$ cat src/rtl/core/dtbre_pkg.sv
// shared types, constants and helper functions of the two-bit run encoder
`timescale 1ns / 1ps

package dtbre_pkg;

  localparam int BASES_PER_WORD = 32;
  localparam int WORD_W         = 2 * BASES_PER_WORD;
  localparam int FILL_W         = $clog2(BASES_PER_WORD);
  localparam logic [FILL_W:0] FULL_FILL = (FILL_W + 1)'(BASES_PER_WORD);

  localparam int QUEUE_DEPTH = 4;
  localparam int QIDX_W      = $clog2(QUEUE_DEPTH);
  localparam int QCNT_W      = QIDX_W + 1;
  localparam int BATCH_N     = 3;

  localparam logic OP_LETTER = 1'b0;
  localparam logic OP_END    = 1'b1;
  localparam logic KIND_RUN  = 1'b0;
  localparam logic KIND_WORD = 1'b1;

  localparam logic [19:0] RUN_LIMIT_RESET = 20'hFFFFF;
  localparam logic [30:0] POS_MAX         = 31'h7FFFFFFF;
  localparam logic [31:0] CNT32_MAX       = 32'hFFFFFFFF;
  localparam logic [47:0] CNT48_MAX       = 48'hFFFFFFFFFFFF;

  typedef struct packed {
    logic        kind;
    logic        last;
    logic        is_acgt;
    logic [31:0] run_seq_id;
    logic [30:0] start_pos;
    logic [19:0] run_length;
    logic [47:0] packed_offset;
    logic [31:0] block_index;
    logic [63:0] data_word;
    logic [47:0] total_acgt_bases;
    logic [31:0] acgt_run_count;
    logic [31:0] gap_run_count;
  } res_t;

  typedef struct packed {
    logic [BATCH_N-1:0]       valid;
    res_t [BATCH_N-1:0]       ent;
  } batch_t;

  typedef struct packed {
    logic [31:0] bc;
    logic [31:0] ab;
    logic [31:0] gb;
    logic [47:0] abc;
  } cnt_t;

  typedef struct packed {
    logic       is_base;
    logic [1:0] code;
  } code_t;

  function automatic code_t base_code(input logic [7:0] c);
    code_t r;
    r.is_base = 1'b1;
    case (c)
      8'h41, 8'h61: r.code = 2'd0;
      8'h43, 8'h63: r.code = 2'd1;
      8'h47, 8'h67: r.code = 2'd2;
      8'h54, 8'h74: r.code = 2'd3;
      default: begin
        r.is_base = 1'b0;
        r.code    = 2'd0;
      end
    endcase
    return r;
  endfunction

  function automatic logic [31:0] inc32(input logic [31:0] v);
    return (v == CNT32_MAX) ? v : v + 32'd1;
  endfunction

  function automatic logic [47:0] add48(input logic [47:0] a, input logic [19:0] b);
    logic [48:0] s;
    s = {1'b0, a} + 49'(b);
    return s[48] ? CNT48_MAX : s[47:0];
  endfunction

  function automatic cnt_t count_run(input cnt_t c, input logic typ, input logic [19:0] len);
    cnt_t r;
    r    = c;
    r.bc = inc32(c.bc);
    if (typ) begin
      r.ab  = inc32(c.ab);
      r.abc = add48(c.abc, len);
    end else begin
      r.gb = inc32(c.gb);
    end
    return r;
  endfunction

  function automatic res_t make_run(input logic typ, input logic [31:0] seq,
                                    input logic [30:0] st, input logic [19:0] len,
                                    input logic [47:0] off, input logic [31:0] idx);
    res_t r;
    r               = '0;
    r.kind          = KIND_RUN;
    r.is_acgt       = typ;
    r.run_seq_id    = seq;
    r.start_pos     = st;
    r.run_length    = len;
    r.packed_offset = off;
    r.block_index   = idx;
    return r;
  endfunction

  function automatic res_t make_word(input logic [63:0] w);
    res_t r;
    r           = '0;
    r.kind      = KIND_WORD;
    r.data_word = w;
    return r;
  endfunction

endpackage

$ cat src/rtl/core/dtbre_encoder.sv
// run tracking, base packing and record generation for one transaction per cycle
`timescale 1ns / 1ps

module dtbre_encoder (
  input  logic                 clk,
  input  logic                 rst,
  input  logic                 take,
  input  logic                 op,
  input  logic [7:0]           letter,
  input  logic [31:0]          seq_id,
  input  logic                 seq_end,
  input  logic [19:0]          limit,
  output dtbre_pkg::batch_t    batch
);

  logic                              in_sequence, in_sequence_next;
  logic [30:0]                       position, position_next;
  logic                              cur_is_acgt, cur_is_acgt_next;
  logic [31:0]                       cur_seq, cur_seq_next;
  logic [30:0]                       cur_start, cur_start_next;
  logic [19:0]                       cur_run_length, cur_run_length_next;
  logic [47:0]                       cur_offset, cur_offset_next;
  logic [47:0]                       bases_written, bases_written_next;
  logic [dtbre_pkg::WORD_W-1:0]      pack_word, pack_word_next;
  logic [dtbre_pkg::FILL_W-1:0]      pack_fill, pack_fill_next;
  dtbre_pkg::cnt_t                   cnt, cnt_next;

  always_comb begin
    dtbre_pkg::code_t              ci;
    logic                          fresh;
    logic [30:0]                   p0;
    logic [31:0]                   s0;
    logic                          t0, t1;
    logic [30:0]                   a0, a1;
    logic [19:0]                   l0, l1, l2;
    logic [47:0]                   o0, o1;
    logic                          split, change;
    logic [dtbre_pkg::FILL_W:0]    fill_inc;
    logic [dtbre_pkg::FILL_W:0]    rem;
    logic [dtbre_pkg::FILL_W+1:0]  shamt;
    dtbre_pkg::cnt_t               c;
    dtbre_pkg::batch_t             b;

    in_sequence_next    = in_sequence;
    position_next       = position;
    cur_is_acgt_next    = cur_is_acgt;
    cur_seq_next        = cur_seq;
    cur_start_next      = cur_start;
    cur_run_length_next = cur_run_length;
    cur_offset_next     = cur_offset;
    bases_written_next  = bases_written;
    pack_word_next      = pack_word;
    pack_fill_next      = pack_fill;
    c                   = cnt;
    b                   = '0;

    ci       = dtbre_pkg::base_code(letter);
    fresh    = !in_sequence;
    p0       = fresh ? '0 : position;
    s0       = fresh ? seq_id : cur_seq;
    t0       = fresh ? 1'b0 : cur_is_acgt;
    a0       = fresh ? '0 : cur_start;
    l0       = fresh ? '0 : cur_run_length;
    o0       = fresh ? bases_written : cur_offset;
    split    = l0 >= limit;
    change   = ci.is_base != t0;
    t1       = t0;
    a1       = a0;
    l1       = l0;
    o1       = o0;
    l2       = '0;
    fill_inc = {1'b0, pack_fill} + 1'b1;
    rem      = dtbre_pkg::FULL_FILL - {1'b0, pack_fill};
    shamt    = {rem, 1'b0};

    if (take) begin
      if (op == dtbre_pkg::OP_LETTER) begin
        // split or type change closes the pending run
        if (split || (change && l0 != '0)) begin
          b.ent[0]   = dtbre_pkg::make_run(t0, s0, a0, l0, o0, c.bc);
          b.valid[0] = 1'b1;
          c          = dtbre_pkg::count_run(c, t0, l0);
        end
        if (split || change) begin
          t1 = change ? ci.is_base : t0;
          a1 = p0;
          l1 = '0;
          o1 = bases_written;
        end
        l2 = l1 + 20'd1;
        if (ci.is_base) begin
          bases_written_next = dtbre_pkg::add48(bases_written, 20'd1);
          if (fill_inc == dtbre_pkg::FULL_FILL) begin
            b.ent[1]       = dtbre_pkg::make_word(64'({pack_word[dtbre_pkg::WORD_W-3:0],
                                                      ci.code}));
            b.valid[1]     = 1'b1;
            pack_word_next = '0;
            pack_fill_next = '0;
          end else begin
            pack_word_next = {pack_word[dtbre_pkg::WORD_W-3:0], ci.code};
            pack_fill_next = fill_inc[dtbre_pkg::FILL_W-1:0];
          end
        end
        position_next       = (p0 == dtbre_pkg::POS_MAX) ? p0 : p0 + 31'd1;
        cur_is_acgt_next    = t1;
        cur_seq_next        = s0;
        cur_start_next      = a1;
        cur_run_length_next = l2;
        cur_offset_next     = o1;
        in_sequence_next    = 1'b1;
        if (seq_end) begin
          b.ent[2]         = dtbre_pkg::make_run(t1, s0, a1, l2, o1, c.bc);
          b.valid[2]       = 1'b1;
          c                = dtbre_pkg::count_run(c, t1, l2);
          in_sequence_next = 1'b0;
        end
      end else begin
        // end of store: pending run, partial word, sentinel
        if (in_sequence && cur_run_length != '0) begin
          b.ent[0]   = dtbre_pkg::make_run(cur_is_acgt, cur_seq, cur_start,
                                           cur_run_length, cur_offset, c.bc);
          b.valid[0] = 1'b1;
          c          = dtbre_pkg::count_run(c, cur_is_acgt, cur_run_length);
        end
        if (pack_fill != '0) begin
          b.ent[1]   = dtbre_pkg::make_word(64'(pack_word << shamt));
          b.valid[1] = 1'b1;
        end
        b.ent[2]                  = dtbre_pkg::make_run(1'b0, dtbre_pkg::CNT32_MAX,
                                                        dtbre_pkg::POS_MAX, '0,
                                                        bases_written, c.bc);
        b.ent[2].total_acgt_bases = c.abc;
        b.ent[2].acgt_run_count   = c.ab;
        b.ent[2].gap_run_count    = c.gb;
        b.valid[2]                = 1'b1;
        in_sequence_next          = 1'b0;
        position_next             = '0;
        cur_is_acgt_next          = 1'b0;
        cur_seq_next              = '0;
        cur_start_next            = '0;
        cur_run_length_next       = '0;
        cur_offset_next           = '0;
        bases_written_next        = '0;
        pack_word_next            = '0;
        pack_fill_next            = '0;
        c                         = '0;
      end
    end

    // last flag on the final result of the transaction
    if (b.valid[2]) begin
      b.ent[2].last = 1'b1;
    end else if (b.valid[1]) begin
      b.ent[1].last = 1'b1;
    end else if (b.valid[0]) begin
      b.ent[0].last = 1'b1;
    end

    cnt_next = c;
    batch    = b;
  end

  always_ff @(posedge clk) begin
    if (rst) begin
      in_sequence    <= 1'b0;
      position       <= '0;
      cur_is_acgt    <= 1'b0;
      cur_seq        <= '0;
      cur_start      <= '0;
      cur_run_length <= '0;
      cur_offset     <= '0;
      bases_written  <= '0;
      pack_word      <= '0;
      pack_fill      <= '0;
      cnt            <= '0;
    end else begin
      in_sequence    <= in_sequence_next;
      position       <= position_next;
      cur_is_acgt    <= cur_is_acgt_next;
      cur_seq        <= cur_seq_next;
      cur_start      <= cur_start_next;
      cur_run_length <= cur_run_length_next;
      cur_offset     <= cur_offset_next;
      bases_written  <= bases_written_next;
      pack_word      <= pack_word_next;
      pack_fill      <= pack_fill_next;
      cnt            <= cnt_next;
    end
  end

endmodule

$ cat config.mk
export PLATFORM = sky130hd
export DESIGN_NAME = dtbre_encoder
export DESIGN_NICKNAME = d
export VERILOG_FILES = /design/src/rtl/core/dtbre_pkg.sv /design/src/rtl/core/dtbre_encoder.sv
export SDC_FILE = /design/constraint.sdc
export NUM_CORES = 2
export LEC_CHECK = 0
export ABC_AREA = 0
export BUFFER_PORTS_ARGS = -buffer_cell sky130_fd_sc_hd__clkbuf_2
export CORE_AREA = 2 2 429 431
export CTS_CLUSTER_DIAMETER = 80
export CTS_CLUSTER_SIZE = 25
export DETAILED_ROUTE_END_ITERATION = 12
export DIE_AREA = 0 0 431 433
export PLACE_DENSITY = 0.47
export SYNTH_ARGS = -nofsm -noshare
export SYNTH_HDL_FRONTEND = slang
export SYNTH_SLANG_ARGS = --single-unit
$ cat constraint.sdc
create_clock -name clk -period 18.09 [get_ports clk]
set_input_delay 1.809 -clock clk [delete_from_list [all_inputs] [get_ports clk]]
set_output_delay 1.809 -clock clk [all_outputs]
set_load 0.005 [all_outputs]
Word level (Yosys, flattened, before mapping):

Index checks and enable logic that the tools add are counted.

* output and inout bits: 1029
* flip-flop bits (word level): 425
* bits in writable memories: 0
* memory bits (read-only): 0
* input bits: 65
* bits in latches: 0
* logic and storage cells: 139
* memories kept: 0

* shift-type cells: 1
* reduce and logical (&&, ||, !) cells: 13
* order comparisons: 1
* muxes and demuxes: 79
* equal/unequal tests: 17
* divide/modulo/power cells: 0
* bitwise operators: 0
* add/sub/neg operators: 14
* multiply operators: 0

Operators with widths (number)
* 1029-bit 2-to-1 mux: 2
* 342-bit 2-to-1 mux: 3
* 340-bit 2-to-1 mux: 3
* 144-bit 2-to-1 mux: 6
* 48-bit 2-to-1 mux: 12
* 32-bit 2-to-1 mux: 14
* 32-bit by 1-bit adder with 32-bit output (second input constant): 6
* 32-bit equality test (second input constant): 6
* 64-bit 2-to-1 mux: 3
* 31-bit 2-to-1 mux: 6
* 48-bit by 20-bit adder with 49-bit output: 3
* 20-bit 2-to-1 mux: 5
* 8-bit by 7-bit equality test with 1-bit output (second input constant): 8
* 64-bit by 7-bit << shifter with 64-bit output: 1
* 48-bit by 1-bit adder with 49-bit output (second input constant): 1
* 20-bit nonzero test: 2
* 31-bit by 1-bit adder with 31-bit output (second input constant): 1
* 31-bit equality test (second input constant): 1
* 1-bit 2-to-1 mux: 21
* 20-bit by 1-bit adder with 20-bit output (second input constant): 1
* 20-bit greater-or-equal comparator: 1
* 5-bit 2-to-1 mux: 3
* 8-bit OR reduction: 1
* 5-bit by 1-bit adder with 6-bit output (second input constant): 1
* other kinds (10): 14

Logic depth before layout (Yosys ltp):

* depth in word-level cells: 15
* depth in mapped cells: 43
* depth with buffers taken out: 30

Worst setup path before layout:

No wires, ideal clock.

* kind: register -> register
* from: register in_sequence
* to: register cnt[41] (netlist name)
* stages on the path, launching flop included: 41
* required time: 17.973 ns
* path slack: 8.860 ns
* arrival time: 9.112 ns
* library setup time: 0.117 ns
* cell sequence: dfxtp_1 -> buf_2 -> clkbuf_1 -> buf_1 -> clkbuf_1 -> clkbuf_1 -> buf_1 -> clkbuf_1 -> nand2_1 -> inv_1 -> ha_1 -> a211oi_1 -> o21a_1 -> o211ai_2 -> buf_4 -> buf_4 -> buf_2 -> or3_1 -> [... 5 more ...] -> nand3_1 -> nor3_1 -> nor3b_1 -> xnor2_1 -> nor2_1 -> ha_1 -> and3_1 -> a221o_1 -> a41o_1 -> a21oi_1 -> o31ai_1 -> o311a_1 -> o21ai_0 -> a221oi_1 -> nor2b_1 -> nand3_1 -> or4_1 -> a32o_1

* longest elaborated chain between the ends: 12
* elaborated cells between the ends (all ways): 27
* classes of those cells: add/sub: 3; order compare: 1; eq/ne: 1; mux: 18; reduce/logical: 4

RTL lines
* start, declared: RTL line dtbre_encoder.sv:16 `logic in_sequence, in_sequence_next;`
* start signal, assigned: RTL line dtbre_encoder.sv:177 `in_sequence <= in_sequence_next;`
* 20-bit 2-to-1 mux / 1-bit 2-to-1 mux (equally long branches): RTL line dtbre_encoder.sv:63, dtbre_encoder.sv:61
* 20-bit greater-or-equal comparator, or another cell as far along: RTL line dtbre_encoder.sv:65 `split = l0 >= limit;`
* 1-bit logical OR, or another cell as far along: RTL line dtbre_encoder.sv:84 `if (split || change) begin`
* 20-bit 2-to-1 mux, or another cell as far along: RTL line dtbre_encoder.sv:84
* 20-bit 2-to-1 mux / 144-bit 2-to-1 mux (equally long branches): RTL line dtbre_encoder.sv:77, dtbre_encoder.sv:79
* 20-bit 2-to-1 mux / 144-bit 2-to-1 mux (equally long branches): RTL line dtbre_encoder.sv:76, dtbre_encoder.sv:77
* 20-bit by 1-bit adder with 20-bit output / 144-bit 2-to-1 mux (equally long branches): RTL line dtbre_encoder.sv:90, dtbre_encoder.sv:76
* 48-bit by 20-bit adder with 49-bit output: RTL line dtbre_pkg.sv:80 `s = {1'b0, a} + 49'(b);`
* 48-bit 2-to-1 mux: RTL line dtbre_pkg.sv:81 `return s[48] ? CNT48_MAX : s[47:0];`
* 48-bit 2-to-1 mux: RTL line dtbre_pkg.sv:88 `if (typ) begin`
* 144-bit 2-to-1 mux (*): RTL line dtbre_encoder.sv:111 `if (seq_end) begin`
* 144-bit 2-to-1 mux (*): RTL line dtbre_encoder.sv:77 `if (op == dtbre_pkg::OP_LETTER) begin`
* end signal, assigned: RTL line dtbre_encoder.sv:187 `cnt <= cnt_next;`
* end, declared: RTL line dtbre_encoder.sv:26 `dtbre_pkg::cnt_t cnt, cnt_next;`

Every way passes the cells marked *; elsewhere a longest branch is shown, timed or not. The select of a mux whose other input is x is not followed.
A chain may end at the register's enable or synchronous reset.

Worst setup path after layout:

* from: input limit[9]
* to: register cnt[41] (netlist name)

* longest elaborated chain between the ends: 11
* elaborated cells between the ends (all ways): 18
* classes of those cells: add/sub: 2; order compare: 1; mux: 13; reduce/logical: 2

RTL lines
* start, declared: RTL line dtbre_encoder.sv:12 `input logic [19:0] limit,`
* 20-bit greater-or-equal comparator (*): RTL line dtbre_encoder.sv:65
* 1-bit logical OR: RTL line dtbre_encoder.sv:84
* 20-bit 2-to-1 mux: RTL line dtbre_encoder.sv:84
* 20-bit 2-to-1 mux: RTL line dtbre_encoder.sv:77
* 20-bit 2-to-1 mux: RTL line dtbre_encoder.sv:76 `if (take) begin`
* 20-bit by 1-bit adder with 20-bit output: RTL line dtbre_encoder.sv:90 `l2 = l1 + 20'd1;`
* 48-bit by 20-bit adder with 49-bit output: RTL line dtbre_pkg.sv:80
* 48-bit 2-to-1 mux: RTL line dtbre_pkg.sv:81
* 48-bit 2-to-1 mux: RTL line dtbre_pkg.sv:88
* 144-bit 2-to-1 mux (*): RTL line dtbre_encoder.sv:111
* 144-bit 2-to-1 mux (*): RTL line dtbre_encoder.sv:77

Marks and branches as above.

==> summary.md <==
| Metric | Value |
|---|---|
| Largest family of logic cells by synthesized area | `compound AO/OA/AOI/OAI gates` |
| Htree depth | `2` |
| Core Box Area | `0.1821 mm^2` |
| Setup bufs post-CTS | `0` |
| Placer Congestion | `0.9098` |
| Root Driver | `clkbuf_16` |
| CTS tree | `built` |
| Crit path launch | `limit[9]` |
| Initial core utilization | `23.71%` |
| Seq cells post-synth | `425` |
| Top sig layer | `met5` |
| Met3 Wirelength | `11,870 um` |
| Power, Total | `0.002408 W` |
| CP max FO | `26` |
| Antenna viol nets, final | `0` |
| Setup crit start kind | `input port` |
| Layout cells sized above 1 | `14.68%` |
| CP required | `18.68 ns` |
| M1 WL | `82,990 um` |
| # setup viols final | `0` |
| First-pass GRT wire length | `280,900 um` |
| Clk_skew | `0.05811 ns` |
| Post-Synth XOR/XNOR Area | `5.254%` |
| R2r worst-path depth | `31` |
| Levels on crit path | `31` |
| Clock sinks | `425` |
| Yosys Warn Count | `0` |
| Largest area contributor in the netlist | `dfxtp_1` |
| Critical path type | `input port to flop` |
| Area contributors post-synth | `dfxtp_1, buf_4, o21ai_0` |
| Largest net degree at the start of global routing | `115` |
| Critical path buffer and inverter count | `5` |
| Total CTS buffers | `53` |
| Synth Area in Compound Gates | `26.77%` |
| Rows | `157` |
| Max_cap viols | `0` |
| Setup crit end kind | `flop` |
| Worst Path Arrival | `9.94 ns` |
| Final min period | `9.351 ns` |
| Clock Latency Late Sink | `0.71 ns` |
| Die Footprint | `0.1866 mm^2` |
| Worst Setup EP | `cnt[41]$_SDFFE_PP0P_` |
| Fin crit share | `51.69%` |
| PD cells | `50.14 mW/mm^2` |
| Clock-pin slew on the worst setup and hold paths | `0.07 ns` |
| Fmax | `106.9 MHz` |
| Number of DRC markers in iteration 0 | `4,397` |
| Reg-to-reg critical path endpoint | `cnt[41]$_SDFFE_PP0P_` |
| Hold Path Class | `flop to flop` |
| Final #Nets | `6,539` |
| Mux cell area share after synthesis | `6.071%` |
| All-Layer GR Usage | `19.43%` |
| WL met2 | `91,570 um` |
| Hpwl dp | `138,200 um` |
| Rel. slew slack | `16.68%` |
| Hold_buf cts | `0` |
| Synth Area in Simple Gates | `24.80%` |
| Worst r2r src | `in_sequence$_SDFFE_PP0P_` |
| Filler Cells Inserted | `20,230` |
| Slowest stage delay, CP | `0.69 ns` |
| Sequential fraction of the synthesis area | `19.70%` |
| Synth cell types | `119` |
| Detailed-route via count | `45,910` |
| GR Overflow Total | `0` |
| Drt drc | `0` |
| Area share of the largest cell type after synthesis | `19.70%` |
| Area grow syn2layout | `11.20%` |
| Drt wl/cell | `21.85 um` |
| Peak supply drop | `0.07189 mV` |
| Antenna violations before repair | `10` |
| Status | `finished clean` |
| RSZ-0062 raised after global routing | `false` |
| Die height | `433 um` |
| Worst Tran Pin Value | `1.243 ns` |
| Syn Area/Cell | `6.995 um^2` |
| Post-synthesis instance total | `6,173` |
| CTS resizes | `0` |
| Mapped Area | `0.04318 mm^2` |
| DR pass1 iterations | `9` |
| Vias in the first global route | `42,020` |
| Max Slew Vio Count | `0` |
| Pleak | `17.82 nW` |
| Reg-to-reg setup timing slack | `8.82 ns` |
| EDFF count, synth | `0` |
| Final WL | `192,500 um` |
| Asr flop ratio synth | `0%` |
| Most common flop cell mapped by yosys | `dfxtp_1` |
| Port-buffer cells | `574` |
| Fin Setup TNS | `0 ns` |
| Max clock buf depth | `3` |
| Worst path top cell family by delay | `simple AND/OR/NAND/NOR gates` |
| Final Hold Fails | `0` |
| Most Frequent Cell on Critical Path | `ha_1` |
| Die width | `431 um` |
| DR vias/cell | `5.209` |
| Critical Path Slowest Stage Cell | `nor3b_1` |
| Io pins | `1,094` |
| Synth Area in Adders | `2.747%` |
logic make-up (layout without fill, tap and decap cells):
logic type | Yosys count | after routing
AOI/OAI and AO/OA | 1788 | 1788
xor gates and xnor gates | 259 | 259
adders and majority gates | 93 | 93
buffers and inverters | 1133 | 868
and+or+nand+nor | 2247 | 2247
muxes | 227 | 227
DFF | 425 | 425
other | 1 | 520
through the flow:
step | cells | hold slack (ns) | instance area (um^2) | utilization (%) | setup WS, ns
2_1_floorplan | 6690 | 0.4492 | 45120 | - | 8.860
3_3_place_gp | 8711 | 0.4569 | 46040 | 25.28 | 8.372
3_5_place_dp | 8711 | 0.4650 | 46040 | 25.28 | 8.298
4_1_cts | 8810 | 0.4749 | 48010 | 26.36 | 9.027
5_1_grt | 8810 | 0.4968 | 48010 | 26.36 | 8.378
6_report | 8812 | 0.4752 | 48010 | 26.37 | 8.739
final cells by class:
type / count / area [um^2] / share of cell area, %
antenna: 2 / 5.005 / 0.01042
clock buffer: 56 / 1358 / 2.827
clock inverter: 43 / 608.1 / 1.266
inverter: 106 / 404.1 / 0.8417
multi-input combinational: 5132 / 30590 / 63.71
sequential: 425 / 8516 / 17.74
tap: 2385 / 2984 / 6.215
timing repair buffer: 663 / 3551 / 7.396
layer usage:
layer  up-vias  GRT usage [%]
met2      1885          32.56
met5         -              0
met1     22260          25.67
li1      21510              -
met3       243          2.535
met4         6          6.276
worst min-delay path: stages, from the launching register on:
cell and delay, ns:
dfxtp_1 0.32, nand2_1 0.05, a21oi_1 0.05
sequential cells by signal, indices dropped and copies added, names as in the netlist, 5 cells and up:
name	flops
cnt	144
pack_word	64
bases_written	48
cur_offset	48
cur_seq	32
cur_start	31
position	31
cur_run_length	20
pack_fill	5
layout by cell type (no fill, tap or decap), types with 38 or more instances in the layout:
cell type  Yosys  layout
xor2_1       111     109
nor2_1       660     648
nor4_1        39      38
nor3_1       146     142
and3_1        80      79
nor2b_1       76      75
a211oi_1      51      51
o211ai_1      56      56
nand3_1      192     192
clkbuf_16      0      53
and2_1       110     109
xnor2_1      148     147
buf_4        525      89
inv_1        103     103
mux2i_1      182     182
dfxtp_1      425     423
a22oi_1      251     251
conb_1         1     518
o21ai_0      508     506
nand2_1      638     633
or3_1         56      54
ha_1          90      89
clkbuf_2       1     571
a21o_1        46      46
a31oi_1       58      58
a21oi_1      430     426
nand4_1       81      81
how the worst min path moves through the flow:
stage                                  start                       end  slack [ns]  cells after the start
finish              cur_seq[12]$_SDFFE_PP0P_  cur_seq[12]$_SDFFE_PP0P_        0.48                      2
global route        cur_seq[16]$_SDFFE_PP0P_  cur_seq[16]$_SDFFE_PP0P_        0.50                      2
CTS                 cur_seq[12]$_SDFFE_PP0P_  cur_seq[12]$_SDFFE_PP0P_        0.47                      2
detailed placement  cur_seq[12]$_SDFFE_PP0P_  cur_seq[12]$_SDFFE_PP0P_        0.46                      2
global placement    cur_seq[20]$_SDFFE_PP0P_  cur_seq[20]$_SDFFE_PP0P_        0.46                      2
floorplan            cur_seq[0]$_SDFFE_PP0P_   cur_seq[0]$_SDFFE_PP0P_        0.45                      2
where the power goes:
group | leakage [nW] | total, W | switching (W) | internal [W]
combinational | 13.4 | 0.000220 | 0.000170 | 0.0000496
clock | 0.956 | 0.00124 | 0.000586 | 0.000657
sequential | 3.43 | 0.000944 | 0.00000586 | 0.000938
synthesized netlist by cell type, drive strengths merged, types with 28 or more instances:
cell and number:
dfxtp 425, nor2 661, a211oi 54, nand3 192, mux2i 182, o211ai 60, buf 612, nor2b 76
xnor2 148, nand4 84, a22oi 251, and3 80, nand2 639, xor2 111, a31oi 60, ha 90
a21o 46, nor4 44, nand2b 28, inv 104, o21ai 526, o31ai 35, clkbuf 415, and2 113
or3 56, a21oi 433, nor3 151, a22o 33
No activity file was read; power rests on OpenSTA's default activity.
